--- src/hw/rtl/utf8d_pkg.sv ---
// Shared types, constants and the lead byte decoder for the UTF-8 byte stream decoder.
// No dependencies.
package utf8d_pkg;

   localparam int unsigned BYTE_W = 8;
   localparam int unsigned CP_W   = 31;
   localparam int unsigned LEN_W  = 3;
   localparam int unsigned LEAD_PAYLOAD_W = 7;
   localparam int unsigned CONT_BITS = 6;

   localparam logic [BYTE_W-1:0] LEAD1_MASK = 8'h80;
   localparam logic [BYTE_W-1:0] LEAD1_PAT  = 8'h00;
   localparam logic [BYTE_W-1:0] LEAD2_MASK = 8'hE0;
   localparam logic [BYTE_W-1:0] LEAD2_PAT  = 8'hC0;
   localparam logic [BYTE_W-1:0] LEAD3_MASK = 8'hF0;
   localparam logic [BYTE_W-1:0] LEAD3_PAT  = 8'hE0;
   localparam logic [BYTE_W-1:0] LEAD4_MASK = 8'hF8;
   localparam logic [BYTE_W-1:0] LEAD4_PAT  = 8'hF0;
   localparam logic [BYTE_W-1:0] LEAD5_MASK = 8'hFC;
   localparam logic [BYTE_W-1:0] LEAD5_PAT  = 8'hF8;
   localparam logic [BYTE_W-1:0] LEAD6_MASK = 8'hFE;
   localparam logic [BYTE_W-1:0] LEAD6_PAT  = 8'hFC;

   localparam logic [LEN_W-1:0] LEN_INVALID = 3'd0;
   localparam logic [LEN_W-1:0] LEN_1       = 3'd1;
   localparam logic [LEN_W-1:0] LEN_2       = 3'd2;
   localparam logic [LEN_W-1:0] LEN_3       = 3'd3;
   localparam logic [LEN_W-1:0] LEN_4       = 3'd4;
   localparam logic [LEN_W-1:0] LEN_5       = 3'd5;
   localparam logic [LEN_W-1:0] LEN_6       = 3'd6;

   typedef struct packed {
      logic [LEN_W-1:0]          len;
      logic [LEAD_PAYLOAD_W-1:0] payload;
   } lead_type;

   function automatic lead_type lead_decode(input logic [BYTE_W-1:0] b);
      lead_type r;
      r.len     = LEN_INVALID;
      r.payload = '0;
      if ((b & LEAD1_MASK) == LEAD1_PAT) begin
         r.len     = LEN_1;
         r.payload = b[6:0];
      end else if ((b & LEAD2_MASK) == LEAD2_PAT) begin
         r.len     = LEN_2;
         r.payload = {2'b00, b[4:0]};
      end else if ((b & LEAD3_MASK) == LEAD3_PAT) begin
         r.len     = LEN_3;
         r.payload = {3'b000, b[3:0]};
      end else if ((b & LEAD4_MASK) == LEAD4_PAT) begin
         r.len     = LEN_4;
         r.payload = {4'b0000, b[2:0]};
      end else if ((b & LEAD5_MASK) == LEAD5_PAT) begin
         r.len     = LEN_5;
         r.payload = {5'b00000, b[1:0]};
      end else if ((b & LEAD6_MASK) == LEAD6_PAT) begin
         r.len     = LEN_6;
         r.payload = {6'b000000, b[0]};
      end
      return r;
   endfunction

endpackage

--- src/hw/rtl/utf8_byte_stream_decoder.sv ---
// Top level of the UTF-8 byte stream decoder: sequence state and result register.
// Depends on utf8d_pkg.
//
//   channel | ports                                              | direction
//   --------+----------------------------------------------------+----------
//   req     | req_valid, req_stall, req_in_byte                  | in
//   rsp     | rsp_valid, rsp_stall, rsp_code_point,              | out
//           | rsp_invalid_lead, rsp_bytes_used                   |
//
// One byte is taken per cycle while req_stall is low; the lead decode and the six-bit
// shift into the accumulator finish in the cycle the beat is accepted.
// A result appears in the cycle after the byte that completes it is accepted.
// Reset clears the sequence state and the result valid.
// req_stall is raised only while a result is held under rsp_stall.
module utf8_byte_stream_decoder (
   input  logic                           clock,
   input  logic                           reset,
   input  logic                           req_valid,
   output logic                           req_stall,
   input  logic [utf8d_pkg::BYTE_W-1:0]   req_in_byte,
   output logic                           rsp_valid,
   input  logic                           rsp_stall,
   output logic [utf8d_pkg::CP_W-1:0]     rsp_code_point,
   output logic                           rsp_invalid_lead,
   output logic [utf8d_pkg::LEN_W-1:0]    rsp_bytes_used
);
   import utf8d_pkg::*;

   logic [CP_W-1:0]  acc_ff, acc_in;
   logic [LEN_W-1:0] pending_ff, pending_in;
   logic [LEN_W-1:0] seq_len_ff, seq_len_in;
   logic             rsp_valid_ff;
   logic [CP_W-1:0]  rsp_cp_ff, rsp_cp_in;
   logic             rsp_inv_ff, rsp_inv_in;
   logic [LEN_W-1:0] rsp_used_ff, rsp_used_in;
   logic             emit;
   logic             accept;
   lead_type         lead;

   assign req_stall = rsp_valid_ff & rsp_stall;
   assign accept    = req_valid & ~req_stall;
   assign lead      = lead_decode(req_in_byte);

   always_comb begin
      acc_in      = acc_ff;
      pending_in  = pending_ff;
      seq_len_in  = seq_len_ff;
      emit        = 1'b0;
      rsp_cp_in   = '0;
      rsp_inv_in  = 1'b0;
      rsp_used_in = LEN_1;
      if (pending_ff == '0) begin
         if (lead.len == LEN_INVALID) begin
            emit       = 1'b1;
            rsp_inv_in = 1'b1;
         end else if (lead.len == LEN_1) begin
            emit      = 1'b1;
            rsp_cp_in = CP_W'(lead.payload);
         end else begin
            acc_in     = CP_W'(lead.payload);
            pending_in = lead.len - LEN_1;
            seq_len_in = lead.len;
         end
      end else begin
         acc_in     = {acc_ff[CP_W-CONT_BITS-1:0], req_in_byte[CONT_BITS-1:0]};
         pending_in = pending_ff - LEN_1;
         if (pending_ff == LEN_1) begin
            emit        = 1'b1;
            rsp_cp_in   = acc_in;
            rsp_used_in = seq_len_ff;
            acc_in      = '0;
            seq_len_in  = '0;
         end
      end
   end

   always_ff @(posedge clock) begin
      if (reset) begin
         acc_ff       <= '0;
         pending_ff   <= '0;
         seq_len_ff   <= '0;
         rsp_valid_ff <= 1'b0;
      end else begin
         if (accept) begin
            acc_ff     <= acc_in;
            pending_ff <= pending_in;
            seq_len_ff <= seq_len_in;
         end
         if (accept && emit) begin
            rsp_valid_ff <= 1'b1;
         end else if (!rsp_stall) begin
            rsp_valid_ff <= 1'b0;
         end
      end
   end

   always_ff @(posedge clock) begin
      if (accept && emit) begin
         rsp_cp_ff   <= rsp_cp_in;
         rsp_inv_ff  <= rsp_inv_in;
         rsp_used_ff <= rsp_used_in;
      end
   end

   assign rsp_valid        = rsp_valid_ff;
   assign rsp_code_point   = rsp_cp_ff;
   assign rsp_invalid_lead = rsp_inv_ff;
   assign rsp_bytes_used   = rsp_used_ff;

   a_pending_below_len: assert property (@(posedge clock) disable iff (reset)
      pending_ff != '0 |-> seq_len_ff > pending_ff)
      else $error("pending count not below sequence length");

   a_invalid_shape: assert property (@(posedge clock) disable iff (reset)
      rsp_valid_ff && rsp_inv_ff |-> rsp_cp_ff == '0 && rsp_used_ff == LEN_1)
      else $error("invalid lead result malformed");

   a_last_cont_emits: assert property (@(posedge clock) disable iff (reset)
      accept && pending_ff == LEN_1 |=>
         rsp_valid_ff && !rsp_inv_ff && rsp_used_ff == $past(seq_len_ff))
      else $error("completed sequence not delivered");

   a_no_drop: assert property (@(posedge clock) disable iff (reset)
      rsp_valid_ff && rsp_stall |-> req_stall)
      else $error("input taken while result held");

endmodule
--- config.mk ---
export PLATFORM = sky130hd
export DESIGN_NAME = utf8_byte_stream_decoder
export DESIGN_NICKNAME = d
export VERILOG_FILES = /design/src/hw/rtl/utf8d_pkg.sv /design/src/hw/rtl/utf8_byte_stream_decoder.sv
export SDC_FILE = /design/constraint.sdc
export NUM_CORES = 1
export LEC_CHECK = 0
export BUFFER_PORTS_ARGS = -buffer_cell sky130_fd_sc_hd__buf_2
export CAP_MARGIN = 20
export CORE_MARGIN = 2
export CORE_UTILIZATION = 59
export DETAILED_ROUTE_END_ITERATION = 10
export HOLD_SLACK_MARGIN = 0.02
export PLACE_DENSITY_LB_ADDON = 0.3
export RECOVER_POWER = 25
export SYNTH_ARGS = -nofsm -noshare
export SYNTH_HDL_FRONTEND = slang
export SYNTH_SLANG_ARGS = --single-unit
--- constraint.sdc ---
create_clock -name clock -period 7.8 [get_ports clock]
set_clock_uncertainty 0.05 [all_clocks]
set_input_delay 1.95 -clock clock [delete_from_list [all_inputs] [get_ports clock]]
set_output_delay 1.95 -clock clock [all_outputs]
set_load 0.02 [all_outputs]
==> results.md <==
- Primary FF master, synth: edfxtp_1
- Final setup viols: 0
- Nets: between 300 and 400
- Syn. warnings: 0
- Critical path class: in -> out
- Total CTS buffers: 9
- Ys async rst share: 0%
- Max clock buf depth: 2
- Routability cong.: approximately 0.9
- Iteration-0 DRC count of the detailed router: roughly 130
- R2R setup slack: ~5 ns
- Min-Delay Path Class: reg -> reg
- Peak Freq: about 0.23 GHz
- Register bit total from synthesis: between 60 and 70
- Count of cell types in the netlist: 37
- WL final: about 5000 µm
- Register area share after synthesis: roughly 60%
- Pins Over Slew Limit: 0
- Top cells by area, synth: edfxtp_1 (37%), dfxtp_1 (22%), and2_1 (5.9%)
- Core area: approximately 4700 µm²
- Syn avg cell area: 10.6 µm²
- Routed vias/inst: 5.47
- Vias in the first global route: approximately 1900
- Int Pwr: about 590 µW
- Finished Layout Cells: between 300 and 400
- Peak supply drop: between 0.00015 and 0.0002 V
- Die H: 73.5 µm
- Critical Path RT: around 5.8 ns
- Cells after DPL: around 360
- Worst hold start: seq_len_ff[1]
- Setup crit start kind: input pin
- Ant diodes: 0
- Status: complete, no violations
- DP Wirelength: ~3300 µm
- Gr usage total: 20.5%
- Post-Syn Area: approximately 2900 µm²
- Setup crit end kind: output pin
- Post-CTS Resized: 0
- Max cap viols: 0
- Setup Fix Bufs, Post-CTS: 0
- Static Leak: around 1.2 nW
- I/O Buffers: 48
- Synth-to-layout area growth: 13.3%
- Initial antenna violation count: 0
- Sequential power share: about half
- Initial core utilization: between 60% and 70%
- I/O pin count: between 40 and 50
- Share of layout cells above drive strength 1: roughly a fifth
- Synth top cells by count: edfxtp_1 (35), a21oi_1 (32), dfxtp_1 (32), nand2_1 (32), and2_1 (27)
- TritonRoute pass-1 iters: 4
- DRT antenna net count: 0
- PnR worst setup slack: roughly 3.4 ns
- Fillers: 363
- Drc violations: 0
- Largest net degree at the start of global routing: 36
- Global-route wire length before repair: approximately 8400 µm
- Post-synth top area share: a little under two fifths
- Clock transition at path regs: around 0.06 ns
- Clk Latency, worst-skew pair: ~0.33 ns
- Crit path from: rsp_stall
- GRT Residual Overflow: 0
- Logic gate share of total power: between 20% and 30%
- Cell Pwr Density: 269 nW/µm²
- Mean routed wirelength per cell: between 10 and 15 µm
- Register area: 1690 µm²
- Post-DP Area: between 3000 and 4000 µm²
- H-tree depth: 3
- Final period util: 56.0%
- Gate Count Post-Synth: between 200 and 300
- Largest area contributor in the netlist: edfxtp_1
- CTS Sinks: 67
- Hold_buf cts: 0
- Final Hold Vio Count: 0
- Dpl ws: about 3.3 ns
- Vias post-DR: a little over 2000
- Die W: 73.5 µm
- Setup TNS: 0 ns
- TritonCTS clock tree: done
- Most numerous cell in the Yosys netlist: edfxtp_1
- WP data arrival: 2.37 ns
- Fin crit period: 4.37 ns
- Slew headroom: approximately a quarter
- Area of the multi-input gates: a little over 1000 µm²
- FF-to-FF Start: pending_ff[0]
- NetSw: 277 µW
- Post-synth EDFFs: 35
- Syn nets: about 290
- Worst Path Max Fanout: 2
- Final instance area: roughly 3200 µm²
- Fin Hold WS: 0.400 ns
- Slew @ Worst Pin: about 1.1 ns
- RSZ-0062 raised after global routing: no
- Switching Share: a little under a third
- Root buf cell: clkbuf_8
- Util after Layout: between 60% and 70%
- Total power: between 800 and 900 µW
- Site row count: 25
- Clock share of power: between 20% and 30%
- Die area: ~5400 µm²
==> layer usage <==
| metal | wire length (µm) | global-route usage, % | up-vias | part of all wire [%] |
|---|---|---|---|---|
| li1 | - | - | 1032 | - |
| met1 | 2280 | 25.2 | 929 | 46 |
| met2 | 2370 | 33.3 | 69 | 47 |
| met3 | 264 | 4.53 | 6 | 5.3 |
| met5 | 0 | 0 | - | 0 |
| met4 | 72 | 11.1 | 0 | 1.4 |
==> power groups by stage <==
stage	registers, mW	clock network (mW)	logic (mW)
2_1_floorplan	0.475	0	0.111
5_1_grt	0.434	0.262	0.216
6_report	0.429	0.243	0.196
3_5_place_dp	0.437	0	0.198
3_3_place_gp	0.436	0	0.197
4_1_cts	0.429	0.248	0.200
==> flip-flops by register name, summed over array words and instances (netlist names) <==
| name | flops |
|---|---|
| seq_len_ff | 3 |
| pending_ff | 3 |
| rsp_code_point | 31 |
| acc_ff | 25 |
| rsp_bytes_used | 3 |
| rsp_valid | 1 |
| rsp_invalid_lead | 1 |
==> cells by family (layout without fill, tap and decap cells) <==
kind of cell,Yosys count,count (layout),share of synthesized area (%)
and+or+nand+nor,115,115,20.9
DFF,67,67,59.3
AOI/OAI and AO/OA,56,56,12.2
buffers and inverters,24,72,4.25
adders and majority gates,6,6,2.63
muxes,2,2,0.702
==> cells in the final DEF (no fill, tap or decap), types with 6 or more instances in the layout <==
cell type / netlist / routed
and2_1: 27 / 13
nor2_1: 11 / 11
clkbuf_1: 10 / 7
ha_1: 6 / 6
edfxtp_1: 35 / 35
a21oi_1: 32 / 32
clkbuf_8: 0 / 10
inv_1: 6 / 6
nand2_1: 32 / 32
dfxtp_1: 32 / 32
and2_0: 0 / 14
nand3_1: 20 / 20
buf_2: 4 / 43
==> area by class of cell <==
type,instances,area share (%)
Timing Repair Buffer,50,7.59
Sequential cell,67,52.3
Tap cell,54,2.09
Inverter,6,0.697
Multi-Input combinational cell,179,32.0
Clock inverter,5,0.890
Clock buffer,11,4.37
==> critical path: stages <==
cell,delay (ns)
buf_2,0.10
and2_1,0.16
buf_2,0.16
==> path summary, 6_finish.rpt <==
check        cells after the start       endpoint
min                              2  seq_len_ff[1]
max                              3      req_stall
max reg2reg                      7  seq_len_ff[1]
min reg2reg                      2  seq_len_ff[1]
Note: power is estimated with default switching activity, not from simulation.
